File: config.mk
export PLATFORM = sky130hd
export DESIGN_NAME = gyro_step_distance_tracker_core
export DESIGN_NICKNAME = d
export VERILOG_FILES = /design/src/hw/rtl/gsdt_pkg.sv /design/src/hw/rtl/gsdt_front.sv /design/src/hw/rtl/gsdt_fifo.sv /design/src/hw/rtl/gsdt_back.sv /design/src/hw/rtl/gyro_step_distance_tracker_core.sv
export VERILOG_INCLUDE_DIRS = /design/src /design/src/hw/rtl
export SDC_FILE = /design/constraint.sdc
export NUM_CORES = 2
export LEC_CHECK = 0
export ABC_CLOCK_PERIOD_IN_PS = 10010
export BUFFER_PORTS_ARGS = -buffer_cell sky130_fd_sc_hd__buf_4
export CORE_MARGIN = 2
export CORE_UTILIZATION = 60
export DETAILED_ROUTE_END_ITERATION = 10
export PLACE_DENSITY_LB_ADDON = 0.25
export SLEW_MARGIN = 20
export SYNTH_ARGS = -nofsm -noshare
export SYNTH_HDL_FRONTEND = slang
export SYNTH_SLANG_ARGS = --single-unit
File: constraint.sdc
create_clock -name clock -period 10.01 [get_ports clock]
set_input_delay 3.003 -clock clock [delete_from_list [all_inputs] [get_ports clock]]
set_output_delay 3.003 -clock clock [all_outputs]
set_load 0.02 [all_outputs]
File: src/hw/rtl/gyro_step_distance_tracker_core_assert.svh
// Assertion macros for the tracker core
`ifndef GYRO_STEP_DISTANCE_TRACKER_CORE_ASSERT_SVH
`define GYRO_STEP_DISTANCE_TRACKER_CORE_ASSERT_SVH
`ifndef SYNTHESIS
`define GSDT_ASSERT_NOW(label, clk, rst, ante, cons) \
   label: assert property (@(posedge clk) disable iff (rst) (ante) |-> (cons)) \
      else $error("assertion failed");
`define GSDT_ASSERT_NEXT(label, clk, rst, ante, cons) \
   label: assert property (@(posedge clk) disable iff (rst) (ante) |=> (cons)) \
      else $error("assertion failed");
`else
`define GSDT_ASSERT_NOW(label, clk, rst, ante, cons)
`define GSDT_ASSERT_NEXT(label, clk, rst, ante, cons)
`endif
`endif

File: src/hw/rtl/gsdt_pkg.sv
// Shared types, constants and helpers of the gyro step and distance tracker
package gsdt_pkg;

   localparam int WINDOW_DEF      = 20;
   localparam int DIST_WIDTH_DEF  = 32;
   localparam int QUEUE_DEPTH_DEF = 2;
   localparam int SCALE_MAX       = 270;

   localparam logic [1:0] CSR_FOOT_LENGTH        = 2'd0;
   localparam logic [1:0] CSR_STEP_THRESHOLD     = 2'd1;
   localparam logic [1:0] CSR_ACTIVITY_THRESHOLD = 2'd2;

   localparam logic [3:0] FOOT_LENGTH_RST        = 4'd3;
   localparam logic [8:0] STEP_THRESHOLD_RST     = 9'd150;
   localparam logic [8:0] ACTIVITY_THRESHOLD_RST = 9'd50;

   typedef struct packed {
      logic [3:0] foot_length;
      logic [8:0] step_threshold;
      logic [8:0] activity_threshold;
   } cfg_type;

   typedef struct packed {
      logic [7:0]        step_count;
      logic [25:0]       distance_feet;
      logic signed [7:0] linear_velocity;
   } rsp_type;

   typedef enum logic [3:0] {
      BK_IDLE,
      BK_MIX,
      BK_FILT,
      BK_VEL1,
      BK_VEL2,
      BK_VEL3,
      BK_INC,
      BK_SPLIT,
      BK_ADD
   } back_state_type;

   function automatic int sum_width(input int window);
      return $clog2(window * SCALE_MAX + 1) + 1;
   endfunction

endpackage

File: src/hw/rtl/gsdt_front.sv
// Front end: accept samples, scale them and sum each window
module gsdt_front #(
   parameter int WINDOW = gsdt_pkg::WINDOW_DEF,
   parameter int SUM_W  = gsdt_pkg::sum_width(gsdt_pkg::WINDOW_DEF)
) (
   input  logic             clock,
   input  logic             reset,
   input  logic             req_tvalid,
   output logic             req_tready,
   input  logic [15:0]      req_tdata,
   output logic             push,
   output logic [SUM_W-1:0] push_data,
   input  logic             full
);
   import gsdt_pkg::*;

   localparam int CNT_W = $clog2(WINDOW + 1);

   logic                    advance;
   logic                    last;
   logic                    v1_ff, v2_ff, v3_ff;
   logic signed [15:0]      s1_ff;
   logic signed [16:0]      s1_ext;
   logic [16:0]             mag1;
   logic [21:0]             x1;
   logic [15:0]             y2_ff, y2_in;
   logic                    neg2_ff, neg2_in;
   logic [32:0]             p2;
   logic [8:0]              q2;
   logic signed [9:0]       s3_ff, s3_in;
   logic signed [SUM_W-1:0] sum_ff, sum_in, sum_add;
   logic [CNT_W-1:0]        cnt_ff, cnt_in;

   always_comb begin
      s1_ext  = 17'(s1_ff);
      mag1    = s1_ff[15] ? $unsigned(-s1_ext) : $unsigned(s1_ext);
      x1      = {mag1, 5'd0} + 22'(mag1);
      y2_in   = x1[20:5];
      neg2_in = s1_ff[15];
      p2      = 33'(y2_ff) * 33'd67109;
      q2      = p2[31:23];
      s3_in   = neg2_ff ? -$signed({1'b0, q2}) : $signed({1'b0, q2});
      sum_add = sum_ff + SUM_W'(s3_ff);
      last    = (cnt_ff == CNT_W'(WINDOW - 1));
      advance = !(v3_ff && last && full);
      push      = v3_ff && last && !full;
      push_data = sum_add;
      sum_in  = sum_ff;
      cnt_in  = cnt_ff;
      if (v3_ff && advance) begin
         if (last) begin
            sum_in = '0;
            cnt_in = '0;
         end else begin
            sum_in = sum_add;
            cnt_in = cnt_ff + CNT_W'(1);
         end
      end
   end

   assign req_tready = advance;

   always_ff @(posedge clock) begin
      if (reset) begin
         v1_ff  <= 1'b0;
         v2_ff  <= 1'b0;
         v3_ff  <= 1'b0;
         sum_ff <= '0;
         cnt_ff <= '0;
      end else begin
         sum_ff <= sum_in;
         cnt_ff <= cnt_in;
         if (advance) begin
            v1_ff <= req_tvalid;
            v2_ff <= v1_ff;
            v3_ff <= v2_ff;
         end
      end
   end

   always_ff @(posedge clock) begin
      if (advance) begin
         s1_ff   <= $signed(req_tdata);
         y2_ff   <= y2_in;
         neg2_ff <= neg2_in;
         s3_ff   <= s3_in;
      end
   end

endmodule

File: src/hw/rtl/gsdt_fifo.sv
// Short queue of window sums between front and back end
module gsdt_fifo #(
   parameter int WIDTH = gsdt_pkg::sum_width(gsdt_pkg::WINDOW_DEF),
   parameter int DEPTH = gsdt_pkg::QUEUE_DEPTH_DEF
) (
   input  logic             clock,
   input  logic             reset,
   input  logic             push,
   input  logic [WIDTH-1:0] push_data,
   input  logic             pop,
   output logic [WIDTH-1:0] pop_data,
   output logic             full,
   output logic             empty
);
   import gsdt_pkg::*;

   localparam int PTR_W = (DEPTH > 1) ? $clog2(DEPTH) : 1;
   localparam int CNT_W = $clog2(DEPTH + 1);

   logic [WIDTH-1:0] entry_ff [DEPTH];
   logic [PTR_W-1:0] wr_ff, wr_in, rd_ff, rd_in;
   logic [CNT_W-1:0] cnt_ff, cnt_in;

   always_comb begin
      wr_in  = wr_ff;
      rd_in  = rd_ff;
      cnt_in = cnt_ff;
      if (push) begin
         wr_in = (wr_ff == PTR_W'(DEPTH - 1)) ? '0 : wr_ff + PTR_W'(1);
      end
      if (pop) begin
         rd_in = (rd_ff == PTR_W'(DEPTH - 1)) ? '0 : rd_ff + PTR_W'(1);
      end
      if (push && !pop) begin
         cnt_in = cnt_ff + CNT_W'(1);
      end else if (pop && !push) begin
         cnt_in = cnt_ff - CNT_W'(1);
      end
   end

   assign full     = (cnt_ff == CNT_W'(DEPTH));
   assign empty    = (cnt_ff == '0);
   assign pop_data = entry_ff[rd_ff];

   always_ff @(posedge clock) begin
      if (reset) begin
         wr_ff  <= '0;
         rd_ff  <= '0;
         cnt_ff <= '0;
      end else begin
         wr_ff  <= wr_in;
         rd_ff  <= rd_in;
         cnt_ff <= cnt_in;
      end
   end

   always_ff @(posedge clock) begin
      if (push) begin
         entry_ff[wr_ff] <= push_data;
      end
   end

endmodule

File: src/hw/rtl/gsdt_back.sv
// Back end: per-window averaging, filtering, velocity, distance and steps
module gsdt_back #(
   parameter int WINDOW     = gsdt_pkg::WINDOW_DEF,
   parameter int DIST_WIDTH = gsdt_pkg::DIST_WIDTH_DEF,
   parameter int SUM_W      = gsdt_pkg::sum_width(gsdt_pkg::WINDOW_DEF)
) (
   input  logic              clock,
   input  logic              reset,
   input  gsdt_pkg::cfg_type cfg,
   input  logic              q_empty,
   input  logic [SUM_W-1:0]  q_data,
   output logic              q_pop,
   input  logic              out_ready,
   output logic              rsp_valid,
   output gsdt_pkg::rsp_type rsp
);
   import gsdt_pkg::*;

   localparam int MAG_W     = SUM_W - 1;
   localparam int AVG_SH    = SUM_W + $clog2(WINDOW);
   localparam int AVG_RCP_W = AVG_SH + 1;
   localparam int AVG_P_W   = MAG_W + AVG_RCP_W;
   localparam logic [63:0] AVG_RCP_L =
      ((64'd1 << AVG_SH) + 64'(WINDOW) - 64'd1) / 64'(WINDOW);
   localparam logic [AVG_RCP_W-1:0] AVG_RCP = AVG_RCP_W'(AVG_RCP_L);
   localparam int FW = DIST_WIDTH;
   localparam logic [63:0] DIST_MAX_L = (64'd1 << DIST_WIDTH) - 64'd1;
   localparam logic [FW-1:0] FEET_MAX = FW'(DIST_MAX_L / 64'd100);
   localparam logic [6:0]    REM_MAX  = 7'(DIST_MAX_L % 64'd100);

   back_state_type state_ff, state_in;

   logic signed [SUM_W-1:0] sum_s;
   logic [MAG_W-1:0]        mag_a;
   logic [AVG_P_W-1:0]      avg_p;
   logic [8:0]              avg_q;
   logic signed [9:0]       avg_ff, avg_in;
   logic signed [9:0]       h0_ff, h1_ff, h0_in, h1_in;
   logic signed [11:0]      hsum_ff, hsum_in;
   logic signed [10:0]      x_mix, x_adj;
   logic signed [9:0]       hx;
   logic signed [12:0]      t_ff, t_in;
   logic [10:0]             hmag;
   logic [21:0]             mp;
   logic [11:0]             tmag;
   logic [23:0]             tp;
   logic signed [9:0]       mean_ff, mean_in, filt_ff, filt_in;
   logic [8:0]              fmag;
   logic [12:0]             p1_ff, p1_in;
   logic                    vneg_ff, vneg_in;
   logic [19:0]             y_m;
   logic [15:0]             y_ff, y_in;
   logic [32:0]             vp;
   logic [6:0]              vq;
   logic signed [7:0]       vel_ff, vel_in;
   logic                    vel_pos, active;
   logic [9:0]              inc_ff, inc_in;
   logic [20:0]             ip;
   logic [3:0]              iq_ff, iq_in;
   logic [6:0]              r_add;
   logic [7:0]              rs;
   logic                    carry;
   logic [6:0]              rem_n;
   logic [FW-1:0]           feet_n;
   logic                    sat;
   logic [FW-1:0]           feet_ff, feet_in;
   logic [6:0]              rem_ff, rem_in;
   logic [7:0]              steps_ff, steps_in;
   logic                    latch_ff, latch_in;
   logic signed [9:0]       step_thr, act_thr;
   logic                    out_free;
   logic [63:0]             feet_wide;
   logic                    rsp_valid_ff, rsp_valid_in;
   rsp_type                 rsp_ff, rsp_in;

   always_comb begin
      sum_s   = $signed(q_data);
      mag_a   = sum_s[SUM_W-1] ? MAG_W'(-sum_s) : MAG_W'(sum_s);
      avg_p   = AVG_P_W'(mag_a) * AVG_P_W'(AVG_RCP);
      avg_q   = avg_p[AVG_SH +: 9];
      avg_in  = sum_s[SUM_W-1] ? -$signed({1'b0, avg_q}) : $signed({1'b0, avg_q});

      hsum_in = 12'(avg_ff) + 12'(h0_ff) + 12'(h1_ff);
      x_mix   = 11'(avg_ff) + 11'(h0_ff);
      x_adj   = x_mix + $signed({10'd0, x_mix[10]});
      hx      = 10'(x_adj >>> 1);
      t_in    = (13'(h0_ff) <<< 3) + (13'(hx) <<< 1);

      hmag    = hsum_ff[11] ? 11'(-hsum_ff) : 11'(hsum_ff);
      mp      = 22'(hmag) * 22'd1366;
      mean_in = hsum_ff[11] ? -$signed({1'b0, mp[20:12]}) : $signed({1'b0, mp[20:12]});
      tmag    = t_ff[12] ? 12'(-t_ff) : 12'(t_ff);
      tp      = 24'(tmag) * 24'd3277;
      filt_in = t_ff[12] ? -$signed({1'b0, tp[23:15]}) : $signed({1'b0, tp[23:15]});

      fmag    = filt_ff[9] ? 9'(-filt_ff) : 9'(filt_ff);
      p1_in   = 13'(fmag) * 13'(cfg.foot_length);
      vneg_in = filt_ff[9];

      y_m     = 20'(p1_ff) * 20'd174;
      y_in    = y_m[19:4];

      vp      = 33'(y_ff) * 33'd107375;
      vq      = vp[32:26];
      vel_in  = vneg_ff ? -$signed({1'b0, vq}) : $signed({1'b0, vq});

      act_thr  = $signed({1'b0, cfg.activity_threshold});
      step_thr = $signed({1'b0, cfg.step_threshold});
      vel_pos  = !vel_ff[7] && (vel_ff != 8'sd0);
      active   = mean_ff > act_thr;
      inc_in   = (vel_pos && active) ? 10'(vel_ff[6:0]) * 10'd14 : 10'd0;

      ip      = 21'(inc_ff) * 21'd1311;
      iq_in   = ip[20:17];

      r_add   = 7'(inc_ff - 10'(iq_ff) * 10'd100);
      rs      = 8'(rem_ff) + 8'(r_add);
      carry   = (rs >= 8'd100);
      rem_n   = carry ? 7'(rs - 8'd100) : 7'(rs);
      feet_n  = feet_ff + FW'(iq_ff) + FW'(carry);
      sat     = (feet_n > FEET_MAX) || ((feet_n == FEET_MAX) && (rem_n > REM_MAX));
   end

   always_comb begin
      state_in     = state_ff;
      q_pop        = 1'b0;
      out_free     = !rsp_valid_ff || out_ready;
      rsp_valid_in = rsp_valid_ff && !out_ready;
      rsp_in       = rsp_ff;
      h0_in        = h0_ff;
      h1_in        = h1_ff;
      feet_in      = feet_ff;
      rem_in       = rem_ff;
      steps_in     = steps_ff;
      latch_in     = latch_ff;
      feet_wide    = 64'(feet_ff);
      unique case (state_ff)
         BK_IDLE: begin
            if (!q_empty) begin
               q_pop    = 1'b1;
               state_in = BK_MIX;
            end
         end
         BK_MIX: begin
            h1_in    = h0_ff;
            h0_in    = avg_ff;
            state_in = BK_FILT;
         end
         BK_FILT:  state_in = BK_VEL1;
         BK_VEL1:  state_in = BK_VEL2;
         BK_VEL2:  state_in = BK_VEL3;
         BK_VEL3:  state_in = BK_INC;
         BK_INC:   state_in = BK_SPLIT;
         BK_SPLIT: state_in = BK_ADD;
         BK_ADD: begin
            if (out_free) begin
               if (sat) begin
                  feet_in = FEET_MAX;
                  rem_in  = REM_MAX;
               end else begin
                  feet_in = feet_n;
                  rem_in  = rem_n;
               end
               if ((filt_ff > step_thr) && !latch_ff) begin
                  steps_in = steps_ff + 8'd1;
                  latch_in = 1'b1;
               end
               if (filt_ff < step_thr) begin
                  latch_in = 1'b0;
               end
               feet_wide              = 64'(feet_in);
               rsp_in.linear_velocity = vel_ff;
               rsp_in.distance_feet   = feet_wide[25:0];
               rsp_in.step_count      = steps_in;
               rsp_valid_in           = 1'b1;
               state_in               = BK_IDLE;
            end
         end
         default: state_in = BK_IDLE;
      endcase
   end

   always_ff @(posedge clock) begin
      if (reset) begin
         state_ff     <= BK_IDLE;
         rsp_valid_ff <= 1'b0;
         h0_ff        <= '0;
         h1_ff        <= '0;
         feet_ff      <= '0;
         rem_ff       <= '0;
         steps_ff     <= '0;
         latch_ff     <= 1'b0;
      end else begin
         state_ff     <= state_in;
         rsp_valid_ff <= rsp_valid_in;
         h0_ff        <= h0_in;
         h1_ff        <= h1_in;
         feet_ff      <= feet_in;
         rem_ff       <= rem_in;
         steps_ff     <= steps_in;
         latch_ff     <= latch_in;
      end
   end

   always_ff @(posedge clock) begin
      rsp_ff <= rsp_in;
      if (state_ff == BK_IDLE) begin
         avg_ff <= avg_in;
      end
      if (state_ff == BK_MIX) begin
         hsum_ff <= hsum_in;
         t_ff    <= t_in;
      end
      if (state_ff == BK_FILT) begin
         mean_ff <= mean_in;
         filt_ff <= filt_in;
      end
      if (state_ff == BK_VEL1) begin
         p1_ff   <= p1_in;
         vneg_ff <= vneg_in;
      end
      if (state_ff == BK_VEL2) begin
         y_ff <= y_in;
      end
      if (state_ff == BK_VEL3) begin
         vel_ff <= vel_in;
      end
      if (state_ff == BK_INC) begin
         inc_ff <= inc_in;
      end
      if (state_ff == BK_SPLIT) begin
         iq_ff <= iq_in;
      end
   end

   assign rsp_valid = rsp_valid_ff;
   assign rsp       = rsp_ff;

endmodule

File: src/hw/rtl/gyro_step_distance_tracker_core.sv
// Top level of the gyro step and distance tracker
// Takes one signed gyro sample per beat, scales it, and every WINDOW samples
// emits one result beat with linear velocity, distance in feet and step count.
// The front end accepts one sample per cycle, while the queue is not full,
// through a three-stage scaling pipeline; each finished window sum passes
// through a two-entry queue to a back-end sequencer, one window at a time.
// With WINDOW of 9 or more the block sustains one sample per cycle while each
// result is taken when offered; with a smaller window the back end paces it.
// A result waits in an output register; new samples keep flowing while it is
// held until the queue fills. Configuration writes take effect on the next
// window only if the user writes while idle; the block does not enforce this.
`include "gyro_step_distance_tracker_core_assert.svh"
module gyro_step_distance_tracker_core #(
   parameter int WINDOW     = gsdt_pkg::WINDOW_DEF,
   parameter int DIST_WIDTH = gsdt_pkg::DIST_WIDTH_DEF
) (
   input  logic        clock,
   input  logic        reset,
   input  logic        req_tvalid,
   output logic        req_tready,
   input  logic [15:0] req_tdata,   // [15:0] gyro_sample
   output logic        rsp_tvalid,
   input  logic        rsp_tready,
   output logic [47:0] rsp_tdata,   // [7:0] linear_velocity, [33:8] distance_feet,
                                    // [41:34] step_count
   input  logic        csr_we,
   input  logic [1:0]  csr_addr,
   input  logic [8:0]  csr_wdata
);
   import gsdt_pkg::*;

   localparam int SUM_W = sum_width(WINDOW);

   cfg_type          cfg_ff, cfg_in;
   logic             q_push, q_pop, q_full, q_empty;
   logic [SUM_W-1:0] q_wdata, q_rdata;
   rsp_type          rsp_int;

   always_comb begin
      cfg_in = cfg_ff;
      if (csr_we) begin
         unique case (csr_addr)
            CSR_FOOT_LENGTH:        cfg_in.foot_length        = csr_wdata[3:0];
            CSR_STEP_THRESHOLD:     cfg_in.step_threshold     = csr_wdata;
            CSR_ACTIVITY_THRESHOLD: cfg_in.activity_threshold = csr_wdata;
            default:                cfg_in = cfg_ff;
         endcase
      end
   end

   always_ff @(posedge clock) begin
      if (reset) begin
         cfg_ff.foot_length        <= FOOT_LENGTH_RST;
         cfg_ff.step_threshold     <= STEP_THRESHOLD_RST;
         cfg_ff.activity_threshold <= ACTIVITY_THRESHOLD_RST;
      end else begin
         cfg_ff <= cfg_in;
      end
   end

   gsdt_front #(
      .WINDOW (WINDOW),
      .SUM_W  (SUM_W)
   ) u_front (
      .clock      (clock),
      .reset      (reset),
      .req_tvalid (req_tvalid),
      .req_tready (req_tready),
      .req_tdata  (req_tdata),
      .push       (q_push),
      .push_data  (q_wdata),
      .full       (q_full)
   );

   gsdt_fifo #(
      .WIDTH (SUM_W),
      .DEPTH (QUEUE_DEPTH_DEF)
   ) u_fifo (
      .clock     (clock),
      .reset     (reset),
      .push      (q_push),
      .push_data (q_wdata),
      .pop       (q_pop),
      .pop_data  (q_rdata),
      .full      (q_full),
      .empty     (q_empty)
   );

   gsdt_back #(
      .WINDOW     (WINDOW),
      .DIST_WIDTH (DIST_WIDTH),
      .SUM_W      (SUM_W)
   ) u_back (
      .clock     (clock),
      .reset     (reset),
      .cfg       (cfg_ff),
      .q_empty   (q_empty),
      .q_data    (q_rdata),
      .q_pop     (q_pop),
      .out_ready (rsp_tready),
      .rsp_valid (rsp_tvalid),
      .rsp       (rsp_int)
   );

   assign rsp_tdata = {6'd0, rsp_int.step_count, rsp_int.distance_feet,
                       rsp_int.linear_velocity};

   `GSDT_ASSERT_NOW(a_no_push_when_full, clock, reset, q_push, !q_full)
   `GSDT_ASSERT_NOW(a_no_pop_when_empty, clock, reset, q_pop, !q_empty)
   `GSDT_ASSERT_NEXT(a_pop_spacing, clock, reset, q_pop, !q_pop)
   `GSDT_ASSERT_NOW(a_velocity_range, clock, reset, rsp_tvalid, (rsp_int.linear_velocity <= 8'sd71) && (rsp_int.linear_velocity >= -8'sd71))

endmodule
# --- Yosys cells after proc, flatten, opt, wreduce, memory -nomap -nowiden ---
# Memory sizes are Yosys's and may differ from the RTL's. A register that Yosys moved wholly into a read port is not among the register bits.
# Cells that the tools add are included.
# W data, S select, Z words.
classes:
  mux: 33
  n_addsub: 28
  n_eq_ne: 15
  n_reduce_logical: 33
  mul: 10
  magnitude_cmp: 6
op_table:
  columns: ["operator", "count"]
  rows:
  - ["$mux W9", 5]
  - ["$neg A9 Y10", 4]
  - ["$pmux W4 S9", 1]
  - ["$mul A16 B17 Y33 const B", 1]
  - ["$add A32 B1 Y32", 1]
  - ["$add A32 B4 Y32", 1]
  - ["$eq A32 B26 Y1 const B", 1]
  - ["$gt A32 B26 Y1 const B", 1]
  - ["$mul A16 B17 Y32 const B", 1]
  - ["$mux W32", 1]
  - ["$mul A13 B15 Y28 const B", 1]
  - ["$mul A12 B12 Y24 const B", 1]
  - ["$add A10 B10 Y11", 2]
  - ["$add A21 B17 Y21", 1]
  - ["$mul A10 B11 Y21 const B", 1]
  - ["$mux W7", 3]
  - ["$gt A10 B10 Y1", 2]
  - ["$mul A11 B10 Y20 const B", 1]
  - ["$mul A13 B7 Y19 const B", 1]
  - ["$mux W17", 1]
  - ["$neg A16 Y17", 1]
  - ["$eq A4 B3 Y1 const B", 4]
  - ["$add A14 B10 Y14", 1]
  - ["$mux W14", 1]
  - ["47 further kinds", 87]
word_totals:
  in_bits: 32
  word_cells: 169
  register_bits: 313
  ram_bits: 28
  memories: 1
mem_list:
  columns: ["name", "words", "width", "rd", "rd_clocked_by_memory_dff", "wr", "line", "rtl"]
  rows:
  - ["u_fifo.entry_ff", 2, 14, 1, 1, 1, "gsdt_fifo.sv:20", "logic [WIDTH-1:0] entry_ff [DEPTH];"]

# --- Logic depth before layout (Yosys ltp) ---
depth:
  depth_word: 9
  mapped_depth: 32
  mapped_depth_nobuf: 31

# --- Modules after synthesis ---
# A second synthesis with hierarchy kept.
hier_totals:
  cells_unflattened: 3857
  hier_area_um2: 38778.4
modules_own_cells:
  columns: ["module", "instances", "cells_per_inst", "area_each_um2", "seq_area_each_um2"]
  rows:
  - ["gsdt_back", 1, 2965, 29465.8, 5875.6]
  - ["gsdt_front", 1, 730, 7143.1, 1731.7]
  - ["gsdt_fifo", 1, 65, 1213.7, 940.9]
  - ["gyro_step_distance_tracker_core", 1, 97, 955.9, 440.4]

# --- Worst setup path after synthesis ---
# OpenSTA, ideal clock, no wires.
synth_path:
  kind: "flip-flop to flip-flop"
  startpoint: "register with a tool-made name"
  endpoint: "register u_back.avg_ff[8], data pin"
  setup_slack_ns: 2.215
  required_time_ns: 9.739
  path_buffers: 2
  arrival_ns: 7.524
  stages_incl_launch_ff: 31
  path_cell_list: "dfxtp_1 > clkbuf_1 > clkbuf_1 > mux2i_1 > nand3_1 > nor2_1 > nand2_1 > o21ai_0 > xor2_1 > fa_1 > inv_1 > fa_1 > fa_1 > fa_1 > fa_1 > inv_1 > ha_1 > and4_1 > a221oi_1 > o21ai_0 > o21ai_0 > nand2_1 > xnor2_1 > ha_1 > nor3b_1 > o211ai_1 > o221ai_1 > o211ai_1 > or3_1 > a221oi_1 > xor2_1"
synth_lines:
  columns: ["element", "line", "rtl"]
  rows:
  - ["end signal, assigned", "gsdt_back.sv:208", "avg_ff <= avg_in;"]
  - ["end, declared", "gsdt_back.sv:37", "logic signed [9:0] avg_ff, avg_in;"]

==> metrics.md <==
| Metric | Value |
|---|---|
| Die Area | 66200 um2 |
| CTS tree | built |
| Clock latency reported for the late side of the worst-skew pair | between 500 and 600 ps |
| Half-perimeter wire length after detailed placement | about 60000 um |
| Width of the die | 257 um |
| Share of final-layout standard cells stronger than drive strength 1 | 5.44% |
| Avg Cell Area, Syn | 10.0 um2 |
| Overall routing resource usage | 23.6% |
| Top flip-flop cell by instance count after synthesis | sky130_fd_sc_hd__edfxtp_1 |
| Nature of the critical path endpoint | flip-flop |
| Area growth from synthesis to layout | 7.51% |
| Library cell appearing most often on the critical path | sky130_fd_sc_hd__fa_1 |
| Worst clock skew on the final layout | 26.1 ps |
| Uppermost metal layer occupied by signal nets | met5 |
| Seq cells post-synth | 340 |
| Fraction of the cycle the final worst path needs | 88.0% |
| Clock input transition at the sequential cells of the worst setup and hold paths | 60 ps |
| Vias per std cell | between 5 and 6 |
| Transition time at the pin with the least slew margin | 1030 ps |
| Post-placement worst setup slack | 1330 ps |
| Hold violation count in the final report | 0 |
| Diodes inserted | 0 |
| Result of the run | finished, final reports clean |
| Post-route antenna net violation count | 0 |
| Worst setup path endpoint | u_back.avg_ff[8] |
| Sequential-to-total area share from yosys stat | a little under a quarter |
| Cell row count | 92 |
| Starting utilization of the core area | 60.9% |
| Slowest cell on crit path | sky130_fd_sc_hd__dfxtp_1 |
| Clock sink total | 340 |
| Number of max-cap violations | 0 |
| Post-CTS Setup Repair Bufs | 0 |
| # hold bufs at CTS | 0 |
| IO Count | slightly above 80 |
| Maximum count of clock buffers along a single path | 3 |
| Type of the worst setup path | reg2reg |
| Clk root buf | sky130_fd_sc_hd__clkbuf_16 |
| Gr ovfl total | 0 |
| Max Clock Freq | 114 MHz |
| Average wire per cell in the routed design | 15.7 um |
| Met1 routed wirelength after detailed routing | 33900 um |
| Number of synthesized flops with an enable pin | around 220 |
| Remaining DRCs | 0 |
| Number of resized instances in the post-cts repair step | 0 |
| Die span in y | 257 um |
| Proportion of synthesized flip-flops having asynchronous set or reset | 0% |
| DRT Pass-1 Iters | 5 |
| Critical path's largest stage delay | 890 ps |
| Met3 wire length | 2880 um |
| Initial antenna violation count | 2 |
| Floorplan Core Area | 63200 um2 |
| Global-route wire length before repair | approximately 130000 um |
| Minimum hold slack | 453 ps |
| Critical Path AT | 9100 ps |
| Slack of the worst reg-to-reg path | 1200 ps |
| Worst-case setup margin in the final layout | about 1200 ps |
| Setup violations, final | 0 |
| Unrepaired setup endpoints after global routing | false |
| Total count of max-transition violations in the final report | 0 |
| Number of DRC violations after detailed-routing iteration 0 | 1450 |
| TritonCTS Buffers | between 40 and 50 |
| Hold depth | 2 |
| Capture point of the worst reg-to-reg path | u_back.avg_ff[8] |
| Length in cells of the worst reg-to-reg path | 29 |
| Count of unique library cells instantiated by Yosys | 91 |
| Critical path data required time | 10310 ps |
| Largest net degree at the start of global routing | 78 |
| H-tree levels | 2 |
| Number of warning messages in the yosys log | 0 |
| Via count of the first global-routing pass | roughly 27000 |
| Final weighted congestion in routability-driven placement | 0.881 |
| Worst Hold Class | reg2reg |
| Post-synthesis instance area | just under 40000 um2 |
| Cell count after synthesis | 3833 |
| Routed wire length on met2 | 36500 um |
| Post-Route Setup TNS | 0 ps |
| Max-slew headroom | 30.3% |
| Count of buffers inserted at the top-level ports | 75 |
| Post-detailed-routing wire length | 74800 um |
| Nets | approximately 5000 |
| Type of origin of the critical path | flip-flop |
| Total number of vias | 26400 |
| Final critical-path required period | roughly 8800 ps |
| Worst-path fanout max | 17 |
[synth_stat cells, types with 8 or more instances]
library cell	count	area, um2
sky130_fd_sc_hd__a211o_1	10	87.6
sky130_fd_sc_hd__a211oi_1	19	143
sky130_fd_sc_hd__a21boi_0	10	75.1
sky130_fd_sc_hd__a21o_1	55	413
sky130_fd_sc_hd__a21oi_1	160	801
sky130_fd_sc_hd__a221oi_1	10	87.6
sky130_fd_sc_hd__a22oi_1	17	128
sky130_fd_sc_hd__a31oi_1	16	100
sky130_fd_sc_hd__and2_1	41	257
sky130_fd_sc_hd__and3_1	18	113
sky130_fd_sc_hd__buf_4	9	67.6
sky130_fd_sc_hd__clkbuf_1	65	244
sky130_fd_sc_hd__dfxtp_1	122	2440
sky130_fd_sc_hd__edfxtp_1	218	6550
sky130_fd_sc_hd__fa_1	346	6930
sky130_fd_sc_hd__ha_1	734	9180
sky130_fd_sc_hd__inv_1	642	2410
sky130_fd_sc_hd__mux2i_1	31	310
sky130_fd_sc_hd__nand2_1	204	766
sky130_fd_sc_hd__nand2b_1	40	250
sky130_fd_sc_hd__nand3_1	50	250
sky130_fd_sc_hd__nand4_1	22	138
sky130_fd_sc_hd__nor2_1	195	732
sky130_fd_sc_hd__nor2b_1	33	206
sky130_fd_sc_hd__nor3_1	65	325
sky130_fd_sc_hd__nor3b_1	19	143
sky130_fd_sc_hd__nor4_1	20	125
sky130_fd_sc_hd__o211ai_1	17	128
sky130_fd_sc_hd__o21a_1	28	210
sky130_fd_sc_hd__o21ai_0	118	591
sky130_fd_sc_hd__o21bai_1	22	165
sky130_fd_sc_hd__o31a_1	8	70.1
sky130_fd_sc_hd__o31ai_1	21	158
sky130_fd_sc_hd__or2_2	14	87.6
sky130_fd_sc_hd__or3_1	27	169
sky130_fd_sc_hd__xnor2_1	182	1590
sky130_fd_sc_hd__xor2_1	82	718
[flip-flops by register name, indices dropped and copies added, names as in the netlist, 9 cells and up, named ones only]
signal / count
u_back.feet_ff: 32
u_back.mean_ff: 10
u_back.h0_ff: 10
u_back.hsum_ff: 12
u_fifo.entry_ff: 28
u_back.y_ff: 16
u_front.sum_ff: 14
u_back.h1_ff: 10
u_front.s1_ff: 16
u_back.avg_ff: 10
u_front.s3_ff: 10
u_back.inc_ff: 9
cfg_ff: 22
u_back.p1_ff: 13
u_back.rsp: 42
u_front.y2_ff: 16
u_back.t_ff: 12
u_back.filt_ff: 10
[layer usage]
metal / global-route usage, % / vias up
met4: 5.70 / 2
li1: - / 13100
met5: 0 / -
met1: 31.2 / 12700
met3: 2.85 / 103
met2: 41.2 / 425
[cells by family after synthesis]
logic type      Yosys count  share of synthesized area, %
compound gates          591                          10.2
fa+ha+maj              1080                          41.9
buf+inv                 732                          7.32
flops                   340                          23.4
simple gates            788                          10.2
mux                      36                         0.953
other cells               1                       0.00975
xor+xnor                265                          6.07
[worst max-delay path: cells and delay by family, from the launching register on]
| kind | cells | cell delay [ps] |
|---|---|---|
| adders and majority gates | 8 | 3310 |
| AOI/OAI and AO/OA | 9 | 1830 |
| and+or+nand+nor | 6 | 1140 |
| DFF | 1 | 890 |
| xor gates and xnor gates | 3 | 810 |
| muxes | 1 | 400 |
| buffers and inverters | 2 | 120 |
[worst min path at each step]
stage / slack, ps / startpoint / to
finish: 450 / cfg_ff[14] / cfg_ff[14]
detailed placement: 450 / cfg_ff[14] / cfg_ff[14]
global route: 480 / cfg_ff[9] / cfg_ff[9]
floorplan: 420 / u_back.filt_ff[9] / u_back.vneg_ff
global placement: 440 / cfg_ff[17] / cfg_ff[17]
CTS: 460 / cfg_ff[14] / cfg_ff[14]
[layout by cell type, fill, tap and decap left out, types with 8 or more instances in the layout]
cell type                     n
sky130_fd_sc_hd__o21ai_0    118
sky130_fd_sc_hd__xor2_1      82
sky130_fd_sc_hd__or2_2       14
sky130_fd_sc_hd__ha_1       734
sky130_fd_sc_hd__nor4_1      19
sky130_fd_sc_hd__edfxtp_1   218
sky130_fd_sc_hd__o31ai_1     21
sky130_fd_sc_hd__clkbuf_16   45
sky130_fd_sc_hd__o31a_1       8
sky130_fd_sc_hd__o211ai_1    17
sky130_fd_sc_hd__nand4_1     22
sky130_fd_sc_hd__and3_1      18
sky130_fd_sc_hd__nor2_1     195
sky130_fd_sc_hd__a211oi_1    19
sky130_fd_sc_hd__or3_1       27
sky130_fd_sc_hd__mux2i_1     31
sky130_fd_sc_hd__a31oi_1     16
sky130_fd_sc_hd__a21boi_0    10
sky130_fd_sc_hd__nor3b_1     19
sky130_fd_sc_hd__a21o_1      55
sky130_fd_sc_hd__dfxtp_1    122
sky130_fd_sc_hd__nor2b_1     33
sky130_fd_sc_hd__inv_1      642
sky130_fd_sc_hd__fa_1       346
sky130_fd_sc_hd__a22oi_1     17
sky130_fd_sc_hd__o21a_1      28
sky130_fd_sc_hd__nor3_1      61
sky130_fd_sc_hd__a21oi_1    160
sky130_fd_sc_hd__nand2b_1    40
sky130_fd_sc_hd__buf_4       89
sky130_fd_sc_hd__a211o_1     10
sky130_fd_sc_hd__and2_1      41
sky130_fd_sc_hd__nand3_1     49
sky130_fd_sc_hd__o21bai_1    22
sky130_fd_sc_hd__xnor2_1    182
sky130_fd_sc_hd__nand2_1    204
sky130_fd_sc_hd__a221oi_1    10
[cell type report]
type,count,area (um2)
well taps,846,1060
repair buffers,89,668
clock buffers,48,1160
fillers,4947,21800
flip-flops and latches,340,8990
multi-input cells,2767,26700
inverters,643,2410
clock inverters,28,357
[stage by stage]
step / cells / instance area (um2) / utilization [%]
floorplan: 3839 / 38500 / -
detailed placement: 4685 / 39800 / 63.0
global placement: 4685 / 39800 / 63.0
global route: 4761 / 41400 / 65.4
finish: 4761 / 41400 / 65.4
CTS: 4761 / 41400 / 65.4
Power is left out: the tool's default activity adds up to more than one toggle a clock period on the data nets, which glitch-free logic cannot reach.
